### config.mk
export PLATFORM = sky130hd
export DESIGN_NAME = stereo_one_pole_lowpass_gain_top_flat
export DESIGN_NICKNAME = d
export VERILOG_FILES = /design/src/rtl/sopl_pkg.sv /design/src/rtl/sopl_in_if.sv /design/src/rtl/sopl_out_if.sv /design/src/rtl/stereo_one_pole_lowpass_gain_top.sv /design/src/rtl/sopl_mac.sv /design/src/flat_wrapper.sv
export SDC_FILE = /design/constraint.sdc
export NUM_CORES = 2
export LEC_CHECK = 0
export BUFFER_PORTS_ARGS = -buffer_cell sky130_fd_sc_hd__buf_2
export CAP_MARGIN = 20
export CORE_UTILIZATION = 33
export CTS_CLUSTER_SIZE = 28
export DETAILED_ROUTE_END_ITERATION = 10
export GPL_ROUTABILITY_DRIVEN = 0
export PLACE_DENSITY_LB_ADDON = 0.15
export SYNTH_ARGS = -nofsm -noshare
export SYNTH_HDL_FRONTEND = slang
export SYNTH_SLANG_ARGS = --single-unit
### constraint.sdc
create_clock -name clk -period 8.34 [get_ports clk]
set_clock_uncertainty 0.1 [all_clocks]
set_input_delay 0.834 -clock clk [delete_from_list [all_inputs] [get_ports clk]]
set_output_delay 0.834 -clock clk [all_outputs]
set_load 0.02 [all_outputs]
### src/rtl/sopl_pkg.sv
// Shared types and constants of the stereo one-pole low-pass block.
package sopl_pkg;

  // Gain register format: unsigned Q1.14, 16384 is unity.
  localparam int GAIN_BITS = 15;
  localparam int GAIN_FRAC = 14;
  localparam logic [GAIN_BITS-1:0] GAIN_UNITY = 15'd16384;

  // Configuration register indexes.
  localparam int CFG_IDX_W = 2;
  typedef enum logic [CFG_IDX_W-1:0] {
    CFG_POLE_COEF  = 2'd0,
    CFG_GAIN_LEVEL = 2'd1,
    CFG_BYPASS_ON  = 2'd2
  } cfg_idx_t;

  typedef enum logic [1:0] {
    ST_IDLE = 2'd0,
    ST_CALC = 2'd1,
    ST_DONE = 2'd2
  } state_t;

  // Steps of one channel on the shared multiplier.
  typedef enum logic [2:0] {
    PH_MUL_AX = 3'd0,
    PH_MUL_PH = 3'd1,
    PH_SUM    = 3'd2,
    PH_MUL_FG = 3'd3,
    PH_STORE  = 3'd4
  } phase_t;

  typedef enum logic [1:0] {
    MODE_FILTER = 2'd0,
    MODE_PASS   = 2'd1,
    MODE_MUTE   = 2'd2
  } mode_t;

  // Strobes from the sequencer to the multiply-accumulate unit.
  typedef struct packed {
    logic mul_en;
    logic acc_load;
    logic acc_add;
  } mac_ctl_t;

endpackage

### src/rtl/sopl_in_if.sv
// Input frame channel: valid/ready handshake with one stereo frame.
interface sopl_in_if #(
  parameter int SAMPLE_BITS = 24
);
  logic                          valid;
  logic                          ready;
  logic signed [SAMPLE_BITS-1:0] left_in;
  logic signed [SAMPLE_BITS-1:0] right_in;
  logic                          silent_in;
  logic                          block_end;

  modport source (output valid, left_in, right_in, silent_in, block_end, input ready);
  modport sink   (input valid, left_in, right_in, silent_in, block_end, output ready);
endinterface

### src/rtl/sopl_out_if.sv
// Result channel: valid/ready handshake with one filtered frame and peak report.
interface sopl_out_if #(
  parameter int SAMPLE_BITS = 24
);
  logic                          valid;
  logic                          ready;
  logic signed [SAMPLE_BITS-1:0] left_out;
  logic signed [SAMPLE_BITS-1:0] right_out;
  logic                          muted;
  logic [SAMPLE_BITS-2:0]        peak_level;
  logic                          peak_valid;
  logic                          peak_changed;

  modport source (output valid, left_out, right_out, muted, peak_level, peak_valid,
                  peak_changed, input ready);
  modport sink   (input valid, left_out, right_out, muted, peak_level, peak_valid,
                  peak_changed, output ready);
endinterface

### src/rtl/stereo_one_pole_lowpass_gain_top.sv
// Top level of the stereo one-pole low-pass filter with gain and block peak meter.
//
// Usage:
//   in_ch  takes one stereo frame per transaction (valid and ready high at a clock edge).
//   out_ch returns exactly one result per frame, in order, through an output register.
//   cfg_we/cfg_index/cfg_data write pole_coef (0), gain_level (1) and bypass_on (2);
//   write them only while no frame is in flight.
// Sequence:
//   A filtered frame runs through the single shared multiplier in five steps per
//   channel (a*x, p*h, sum, f*gain, round and saturate), left then right, and then
//   loads the output register. Bypassed or muted frames skip the multiplier and go
//   straight to the output register. The block takes a new frame only after the last
//   one has been loaded into the output register.
// Reset:
//   rst_n low at a clock edge clears both channel histories, the running and the
//   reported peak, and loads pole 0, unity gain, bypass off. No result is pending.
// Stall:
//   While out_ch holds a result that is not taken, the block still accepts and works
//   on the next frame, then holds it finished until the output register frees up.
module stereo_one_pole_lowpass_gain_top import sopl_pkg::*; #(
  parameter int SAMPLE_BITS = 24,
  parameter int COEF_BITS   = 16
) (
  input  logic                  clk,
  input  logic                  rst_n,
  sopl_in_if.sink               in_ch,
  sopl_out_if.source            out_ch,
  input  logic                  cfg_we,
  input  logic [CFG_IDX_W-1:0]  cfg_index,
  input  logic [((COEF_BITS > GAIN_BITS) ? COEF_BITS : GAIN_BITS)-1:0] cfg_data
);

  // Multiplier operand widths: A carries samples, history and the pre-gain sum,
  // B carries the two coefficients (one of which may be exactly 2^COEF_BITS) or the gain.
  localparam int AW = SAMPLE_BITS + 1;
  localparam int BW = (COEF_BITS + 2 > GAIN_BITS + 1) ? COEF_BITS + 2 : GAIN_BITS + 1;
  localparam int PW = AW + BW;

  localparam logic signed [PW-1:0] GAIN_RND = {{(PW-1){1'b0}}, 1'b1} << (GAIN_FRAC - 1);
  localparam logic signed [PW-1:0] SAT_HI   = PW'({1'b0, {(SAMPLE_BITS-1){1'b1}}});
  localparam logic signed [PW-1:0] SAT_LO   = ~SAT_HI;

  // Configuration registers.
  logic [COEF_BITS-1:0] pole_coef_r;
  logic [GAIN_BITS-1:0] gain_level_r;
  logic                 bypass_on_r;

  // Sequencer.
  state_t state_r, state_nxt;
  phase_t phase_r, phase_nxt;
  logic   ch_r, ch_nxt;
  mac_ctl_t mac_ctl;
  logic   store_y;
  logic   out_load;

  // Frame held while it is worked on.
  logic signed [SAMPLE_BITS-1:0] xl_r, xr_r;
  logic                          last_r;
  logic                          report_r;
  mode_t                         mode_r;

  // Filter state.
  logic signed [SAMPLE_BITS-1:0] lhist_r, rhist_r;
  logic [SAMPLE_BITS-2:0]        running_peak_r, previous_peak_r;

  // Output register.
  logic                          out_valid_r;
  logic signed [SAMPLE_BITS-1:0] out_left_r, out_right_r;
  logic                          out_muted_r;
  logic [SAMPLE_BITS-2:0]        out_peak_r;
  logic                          out_pvalid_r, out_pchanged_r;

  // Datapath.
  logic                          in_accept;
  mode_t                         mode_in;
  logic [COEF_BITS:0]            a_coef;
  logic signed [SAMPLE_BITS-1:0] x_sel, h_sel;
  logic signed [AW-1:0]          op_a;
  logic signed [BW-1:0]          op_b;
  logic signed [PW-1:0]          prod, acc;
  logic signed [PW-1:0]          y_rnd, y_sh;
  logic signed [SAMPLE_BITS-1:0] y_sat;
  logic                          peak_up;
  logic                          rep_now;

  assign in_ch.ready = (state_r == ST_IDLE);
  assign in_accept   = in_ch.valid && in_ch.ready;

  // Silence wins over bypass; zero gain mutes only outside bypass.
  always_comb begin
    priority if (in_ch.silent_in) begin
      mode_in = MODE_MUTE;
    end else if (bypass_on_r) begin
      mode_in = MODE_PASS;
    end else if (gain_level_r == '0) begin
      mode_in = MODE_MUTE;
    end else begin
      mode_in = MODE_FILTER;
    end
  end

  // Configuration writes.
  always_ff @(posedge clk) begin
    if (!rst_n) begin
      pole_coef_r  <= '0;
      gain_level_r <= GAIN_UNITY;
      bypass_on_r  <= 1'b0;
    end else if (cfg_we) begin
      unique case (cfg_idx_t'(cfg_index))
        CFG_POLE_COEF:  pole_coef_r  <= cfg_data[COEF_BITS-1:0];
        CFG_GAIN_LEVEL: gain_level_r <= cfg_data[GAIN_BITS-1:0];
        CFG_BYPASS_ON:  bypass_on_r  <= cfg_data[0];
        default: ;
      endcase
    end
  end

  // Sequencer state registers.
  always_ff @(posedge clk) begin
    if (!rst_n) begin
      state_r <= ST_IDLE;
      phase_r <= PH_MUL_AX;
      ch_r    <= 1'b0;
    end else begin
      state_r <= state_nxt;
      phase_r <= phase_nxt;
      ch_r    <= ch_nxt;
    end
  end

  // Next state and strobes: one multiplier step per cycle, left channel then right.
  always_comb begin
    state_nxt = state_r;
    phase_nxt = phase_r;
    ch_nxt    = ch_r;
    mac_ctl   = '0;
    store_y   = 1'b0;
    out_load  = 1'b0;
    unique case (state_r)
      ST_IDLE: begin
        if (in_accept) begin
          state_nxt = (mode_in == MODE_FILTER) ? ST_CALC : ST_DONE;
          phase_nxt = PH_MUL_AX;
          ch_nxt    = 1'b0;
        end
      end
      ST_CALC: begin
        unique case (phase_r)
          PH_MUL_AX: begin
            mac_ctl.mul_en = 1'b1;
            phase_nxt      = PH_MUL_PH;
          end
          PH_MUL_PH: begin
            mac_ctl.mul_en   = 1'b1;
            mac_ctl.acc_load = 1'b1;
            phase_nxt        = PH_SUM;
          end
          PH_SUM: begin
            mac_ctl.acc_add = 1'b1;
            phase_nxt       = PH_MUL_FG;
          end
          PH_MUL_FG: begin
            mac_ctl.mul_en = 1'b1;
            phase_nxt      = PH_STORE;
          end
          PH_STORE: begin
            store_y   = 1'b1;
            phase_nxt = PH_MUL_AX;
            if (ch_r) begin
              state_nxt = ST_DONE;
            end else begin
              ch_nxt = 1'b1;
            end
          end
          default: phase_nxt = PH_MUL_AX;
        endcase
      end
      ST_DONE: begin
        // Hold the finished frame until the output register is free.
        out_load = !out_valid_r || out_ch.ready;
        if (out_load) begin
          state_nxt = ST_IDLE;
        end
      end
      default: state_nxt = ST_IDLE;
    endcase
  end

  // Operand selection for the shared multiplier.
  assign a_coef = {1'b1, {COEF_BITS{1'b0}}} - {1'b0, pole_coef_r};
  assign x_sel  = ch_r ? xr_r : xl_r;
  assign h_sel  = ch_r ? rhist_r : lhist_r;

  always_comb begin
    unique case (phase_r)
      PH_MUL_AX: begin
        op_a = AW'(x_sel);
        op_b = $signed(BW'(a_coef));
      end
      PH_MUL_PH: begin
        op_a = AW'(h_sel);
        op_b = $signed(BW'(pole_coef_r));
      end
      default: begin
        // Rounded pre-gain sum: the rounding half is already in the accumulator.
        op_a = $signed(acc[COEF_BITS +: AW]);
        op_b = $signed(BW'(gain_level_r));
      end
    endcase
  end

  sopl_mac #(
    .AW        (AW),
    .BW        (BW),
    .RND_SHIFT (COEF_BITS)
  ) u_mac (
    .clk  (clk),
    .ctl  (mac_ctl),
    .op_a (op_a),
    .op_b (op_b),
    .prod (prod),
    .acc  (acc)
  );

  // Round the gain product half up, then clamp to the sample range.
  always_comb begin
    y_rnd = prod + GAIN_RND;
    y_sh  = y_rnd >>> GAIN_FRAC;
    if (y_sh > SAT_HI) begin
      y_sat = SAT_HI[SAMPLE_BITS-1:0];
    end else if (y_sh < SAT_LO) begin
      y_sat = SAT_LO[SAMPLE_BITS-1:0];
    end else begin
      y_sat = y_sh[SAMPLE_BITS-1:0];
    end
  end

  // Only a positive right output raises the peak.
  assign peak_up = ch_r && !y_sat[SAMPLE_BITS-1] &&
                   (y_sat[SAMPLE_BITS-2:0] > running_peak_r);
  assign rep_now = last_r && report_r;

  // Frame capture.
  always_ff @(posedge clk) begin
    if (in_accept) begin
      xl_r     <= in_ch.left_in;
      xr_r     <= in_ch.right_in;
      last_r   <= in_ch.block_end;
      report_r <= !in_ch.silent_in && !bypass_on_r;
      mode_r   <= mode_in;
    end
  end

  // Filter history and peak tracking.
  always_ff @(posedge clk) begin
    if (!rst_n) begin
      lhist_r         <= '0;
      rhist_r         <= '0;
      running_peak_r  <= '0;
      previous_peak_r <= '0;
    end else begin
      if (store_y) begin
        if (ch_r) begin
          rhist_r <= y_sat;
        end else begin
          lhist_r <= y_sat;
        end
        if (peak_up) begin
          running_peak_r <= y_sat[SAMPLE_BITS-2:0];
        end
      end
      if (out_load && last_r) begin
        running_peak_r <= '0;
        if (report_r) begin
          previous_peak_r <= running_peak_r;
        end
      end
    end
  end

  // Output register: valid control.
  always_ff @(posedge clk) begin
    if (!rst_n) begin
      out_valid_r <= 1'b0;
    end else if (out_load) begin
      out_valid_r <= 1'b1;
    end else if (out_ch.ready) begin
      out_valid_r <= 1'b0;
    end
  end

  // Output register: payload.
  always_ff @(posedge clk) begin
    if (out_load) begin
      unique case (mode_r)
        MODE_FILTER: begin
          out_left_r  <= lhist_r;
          out_right_r <= rhist_r;
        end
        MODE_PASS: begin
          out_left_r  <= xl_r;
          out_right_r <= xr_r;
        end
        default: begin
          out_left_r  <= '0;
          out_right_r <= '0;
        end
      endcase
      out_muted_r    <= (mode_r == MODE_MUTE);
      out_peak_r     <= rep_now ? running_peak_r : '0;
      out_pvalid_r   <= rep_now;
      out_pchanged_r <= rep_now && (running_peak_r != previous_peak_r);
    end
  end

  assign out_ch.valid        = out_valid_r;
  assign out_ch.left_out     = out_left_r;
  assign out_ch.right_out    = out_right_r;
  assign out_ch.muted        = out_muted_r;
  assign out_ch.peak_level   = out_peak_r;
  assign out_ch.peak_valid   = out_pvalid_r;
  assign out_ch.peak_changed = out_pchanged_r;

  // A frame occupies the block: no second transaction right behind it.
  a_busy_after_accept: assert property (@(posedge clk) disable iff (!rst_n)
    in_accept |=> !in_ch.ready)
    else $error("input taken again right after a transaction");

  a_mute_is_zero: assert property (@(posedge clk) disable iff (!rst_n)
    (out_ch.valid && out_ch.muted) |-> (out_ch.left_out == '0 && out_ch.right_out == '0))
    else $error("muted result carries nonzero samples");

  a_peak_fields: assert property (@(posedge clk) disable iff (!rst_n)
    (out_ch.valid && !out_ch.peak_valid) |->
      (!out_ch.peak_changed && out_ch.peak_level == '0))
    else $error("peak fields set without a peak report");

  a_peak_cleared: assert property (@(posedge clk) disable iff (!rst_n)
    (out_load && last_r) |=> (running_peak_r == '0))
    else $error("running peak not cleared after block end");

endmodule

### src/rtl/sopl_mac.sv
// Shared signed multiplier with registered product and rounding accumulator.
module sopl_mac import sopl_pkg::*; #(
  parameter int AW        = 25,
  parameter int BW        = 18,
  parameter int RND_SHIFT = 16
) (
  input  logic                     clk,
  input  mac_ctl_t                 ctl,
  input  logic signed [AW-1:0]     op_a,
  input  logic signed [BW-1:0]     op_b,
  output logic signed [AW+BW-1:0]  prod,
  output logic signed [AW+BW-1:0]  acc
);

  localparam int PW = AW + BW;
  // Half an LSB of the final shift, preloaded so the shift is a plain slice.
  localparam logic signed [PW-1:0] RND = {{(PW-1){1'b0}}, 1'b1} << (RND_SHIFT - 1);

  logic signed [PW-1:0] prod_r;
  logic signed [PW-1:0] acc_r;

  always_ff @(posedge clk) begin
    if (ctl.mul_en) begin
      prod_r <= op_a * op_b;
    end
    priority if (ctl.acc_load) begin
      acc_r <= prod_r + RND;
    end else if (ctl.acc_add) begin
      acc_r <= acc_r + prod_r;
    end
  end

  assign prod = prod_r;
  assign acc  = acc_r;

endmodule

### src/flat_wrapper.sv
// flat-port wrapper written by rule: the top's interface ports become plain ports
module stereo_one_pole_lowpass_gain_top_flat import sopl_pkg::*;
#(
  parameter int SAMPLE_BITS = 24,
  parameter int COEF_BITS   = 16
)
  (clk, rst_n, cfg_we, cfg_index, cfg_data, in_ch_valid, in_ch_left_in, in_ch_right_in, in_ch_silent_in, in_ch_block_end, in_ch_ready, out_ch_valid, out_ch_left_out, out_ch_right_out, out_ch_muted, out_ch_peak_level, out_ch_peak_valid, out_ch_peak_changed, out_ch_ready);
  sopl_in_if #(.SAMPLE_BITS(SAMPLE_BITS)) in_ch_i ();
  sopl_out_if #(.SAMPLE_BITS(SAMPLE_BITS)) out_ch_i ();
  input  logic clk;
  input  logic rst_n;
  input  logic cfg_we;
  input  logic [CFG_IDX_W-1:0] cfg_index;
  input  logic [((COEF_BITS > GAIN_BITS) ? COEF_BITS : GAIN_BITS)-1:0] cfg_data;
  input wire logic [$bits(in_ch_i.valid)-1:0] in_ch_valid;
  input wire logic [$bits(in_ch_i.left_in)-1:0] in_ch_left_in;
  input wire logic [$bits(in_ch_i.right_in)-1:0] in_ch_right_in;
  input wire logic [$bits(in_ch_i.silent_in)-1:0] in_ch_silent_in;
  input wire logic [$bits(in_ch_i.block_end)-1:0] in_ch_block_end;
  output wire logic [$bits(in_ch_i.ready)-1:0] in_ch_ready;
  output wire logic [$bits(out_ch_i.valid)-1:0] out_ch_valid;
  output wire logic [$bits(out_ch_i.left_out)-1:0] out_ch_left_out;
  output wire logic [$bits(out_ch_i.right_out)-1:0] out_ch_right_out;
  output wire logic [$bits(out_ch_i.muted)-1:0] out_ch_muted;
  output wire logic [$bits(out_ch_i.peak_level)-1:0] out_ch_peak_level;
  output wire logic [$bits(out_ch_i.peak_valid)-1:0] out_ch_peak_valid;
  output wire logic [$bits(out_ch_i.peak_changed)-1:0] out_ch_peak_changed;
  input wire logic [$bits(out_ch_i.ready)-1:0] out_ch_ready;
  assign in_ch_i.valid = in_ch_valid;
  assign in_ch_i.left_in = in_ch_left_in;
  assign in_ch_i.right_in = in_ch_right_in;
  assign in_ch_i.silent_in = in_ch_silent_in;
  assign in_ch_i.block_end = in_ch_block_end;
  assign in_ch_ready = in_ch_i.ready;
  assign out_ch_valid = out_ch_i.valid;
  assign out_ch_left_out = out_ch_i.left_out;
  assign out_ch_right_out = out_ch_i.right_out;
  assign out_ch_muted = out_ch_i.muted;
  assign out_ch_peak_level = out_ch_i.peak_level;
  assign out_ch_peak_valid = out_ch_i.peak_valid;
  assign out_ch_peak_changed = out_ch_i.peak_changed;
  assign out_ch_i.ready = out_ch_ready;
  stereo_one_pole_lowpass_gain_top #(.SAMPLE_BITS(SAMPLE_BITS), .COEF_BITS(COEF_BITS)) u_core (.clk(clk), .rst_n(rst_n), .in_ch(in_ch_i), .out_ch(out_ch_i), .cfg_we(cfg_we), .cfg_index(cfg_index), .cfg_data(cfg_data));
endmodule
==> flow_summary.toml <==
[setup_path]
cp.depth = 32
crit_family = "adder cells"
cp.required_ns = 8.54
slowest_delay_ns = 0.56
crit_start = "u_core.pole_coef_r[0]"
r2r_setup_slack_ns = 0.45
crit_arrival_ns = 8.09
worst_r2r_endpoint = "u_core.u_mac.prod[42]"
worstRegToRegCells = 32
cp_max_fo = 13
setup.worst_path.start_class = "flop"
endpoint = "u_core.u_mac.prod[42]"
path_common_cell = "fa_1"
crit-reg2reg-launch = "u_core.pole_coef_r[0]"
cp.buffers_inverters = 8
slowest_stage = "fa_1"
crit_type = "reg -> reg"
critPathCaptureType = "flop"

[synth]
ys_ff_latch = 343
postSynthAreaPerCell_sq_um = 9.370
synthArstFlopShare = 0
netlist_top_cells_area = "fa_1 (25%), edfxtp_1 (19%), dfxtp_1 (8.0%)"
synth_nets = 4204
yosysTopAreaCell = "fa_1"
synth_edf_count = 210
ys_seq_area_frac = 0.2701
syn_area_sq_um = 33210
yosysWarnings = 0
syn_inst = 3544
synth-main-ff-cell = "edfxtp_1"
synth_top_area_frac = 0.2514
yosysUniqueCellTypes = 77

[status]
status = "finished, final reports clean"

[drt]
vias = 24818
totalWireLength_mm = 102.6
drcViolationCount = 0
ant_nets = 0
vias_per_cell = 4.892
drt_first_pass_iters = 5
wl_per_cell_um = 20.22
drt-initial-drc-count = 1576

[layout]
multi_input_area_sq_um = 21720
drive_above_1_share = 0.1315
finish.utilization = 0.3833
fillers = 10209
final_common_cell = "inv_1"
regArea_sq_um = 8974
mostFrequentLayoutCells = "inv_1 (565), nand2_1 (512), nor2_1 (427), fa_1 (417), edfxtp_1 (210)"
num_antenna_cells = 0
area_delta_synth_final_pct = 14.28
fin_nets = 4416
fin_area_sq_um = 37950

[die]
die_area_sq_um = 101900
start_util = 0.3354
core_sq_um = 98990
ios = 149
dieHeight_um = 319.2
die_x_um = 319.2
rows = 115

[clocking]
clkTransAtPathRegs_ns = 0.06
cts_tree = "yes"
cts_hold_buf = 0
root_buffer = "clkbuf_16"
cts_buffer_depth = 3
cts_max_level = 2
cts_buffers = 38
clk_latency_ns = 0.57
cts.sinks = 343

[sta]
setup_slack_ns = 0.4498
hold_viol = 0
period_minus_slack_ns = 7.890
finalCritPeriodShare = 0.9461
fmax_ghz = 0.1267
maxSlewHeadroom = 0.3337
whs_ns = 0.3501
setup_violations = 0
worst_slew_pin_slew_ns = 0.9971
final_max_slew_viol_count = 0

[global_route]
grt_pass1_wl_mm = 157.6
grt_pass1_vias = 25285
grt_max_degree = 81
antenna_found_initial = 0
grt-ovfl-total = 0
grtUsageTotal = 0.2033

[run]
maxCapViolations = 0

[min_path]
hold_path_class = "in -> reg"

[place]
dp_slack_ns = 0.01898
io_buffers = 148
dp_hpwl_mm = 83.53
place_area_sq_um = 36520
-- logic make-up (layout without fill, tap and decap cells) --
logic type               count (synthesis)  count (layout)  synth area share
flip-flops                             343             343            0.2701
adder cells (fa/ha/maj)                587             587            0.3154
XOR/XNOR                               166             166           0.04446
multiplexers                            99              99           0.03892
buffers and inverters                  706             948           0.08161
AO/OA/AOI/OAI                          426             426           0.08870
AND/OR/NAND/NOR                       1217            1217            0.1608
-- registers in the layout, indices dropped and copies added, names as in the netlist, 2 cells and up --
| name | cells |
|---|---|
| u_core.mode_r | 2 |
| u_core.phase_r | 3 |
| u_core.pole_coef_r | 16 |
| u_core.out_ch.left_out | 24 |
| u_core.gain_level_r | 15 |
| u_core.state_r | 2 |
| u_core.xl_r | 24 |
| u_core.out_ch.right_out | 24 |
| u_core.previous_peak_r | 23 |
| u_core.out_ch.peak_level | 23 |
| u_core.running_peak_r | 23 |
| u_core.lhist_r | 24 |
| u_core.rhist_r | 24 |
| u_core.u_mac.prod | 43 |
| u_core.u_mac.acc | 41 |
| u_core.xr_r | 24 |
-- metrics by stage --
stage / setup TNS (ns) / instances
after floorplan: 0 / 3544
after global routing: -0.006411 / 5073
final: 0 / 5073
after detailed placement: 0 / 5000
after CTS: 0 / 5070
after global placement: -0.01266 / 5000
-- layout make-up --
| type | count | share of cell area |
|---|---|---|
| Clock buffer | 49 | 0.02779 |
| Clock inverter | 21 | 0.005968 |
| Sequential cell | 343 | 0.2365 |
| Inverter | 565 | 0.05589 |
| Timing Repair Buffer | 313 | 0.05905 |
| Tap cell | 1287 | 0.04243 |
| Multi-Input combinational cell | 2495 | 0.5724 |
-- repair_timing --
item,4_1_cts,5_1_grt
gates resized for setup,1,21
buffers inserted,0,1
setup endpoints to repair,1,16
pin swaps,0,5
-- how the worst min path moves through the flow --
stage	slack [ns]	end	startpoint	cells past startpoint
after floorplan	0.36	u_core.previous_peak_r[14]	u_core.previous_peak_r[14]	2
after global placement	0.36	u_core.previous_peak_r[14]	u_core.previous_peak_r[14]	2
after detailed placement	0.37	u_core.previous_peak_r[15]	u_core.previous_peak_r[15]	2
after CTS	0.31	u_core.xl_r[23]	in_ch_left_in[23]	1
after global routing	0.33	u_core.xr_r[6]	in_ch_right_in[6]	1
final	0.35	u_core.xl_r[23]	in_ch_left_in[23]	1
-- cells in the mapped netlist, types with 18 or more instances --
| library cell | instances |
|---|---|
| nand4_1 | 27 |
| mux4_2 | 24 |
| a211oi_2 | 20 |
| xnor2_1 | 100 |
| a21o_1 | 57 |
| xor2_1 | 63 |
| and2_1 | 39 |
| nor2b_1 | 25 |
| a21oi_1 | 115 |
| nand2_1 | 512 |
| nand3_1 | 37 |
| dfxtp_1 | 133 |
| ha_1 | 170 |
| nand2b_1 | 18 |
| mux2i_1 | 74 |
| nor2_1 | 431 |
| o21ai_0 | 61 |
| a21boi_0 | 60 |
| edfxtp_1 | 210 |
| o21ai_2 | 20 |
| fa_1 | 417 |
| inv_1 | 565 |
| clkbuf_1 | 107 |
| nor3b_1 | 51 |
| nor3_1 | 19 |
-- worst reg2reg max path, delay by kind of cell, from the launching register on --
family | cells | cell delay (ns)
DFF | 1 | 0.31
AOI/OAI and AO/OA | 9 | 1.82
and+or+nand+nor | 5 | 0.84
buffers and inverters | 8 | 0.73
adders and majority gates | 8 | 3.53
xor gates and xnor gates | 2 | 0.31
-- metal layers --
layer / vias to the layer above / track usage / routed length, um
met5: - / 0 / 0
met4: 0 / 0.03237 / 1696
met3: 89 / 0.02070 / 3664
met2: 456 / 0.3438 / 49660
met1: 12521 / 0.2847 / 47570
li1: 11752 / - / -
Power is left out: the tool's default activity adds up to more than one toggle a clock period on the data nets, which glitch-free logic cannot reach.
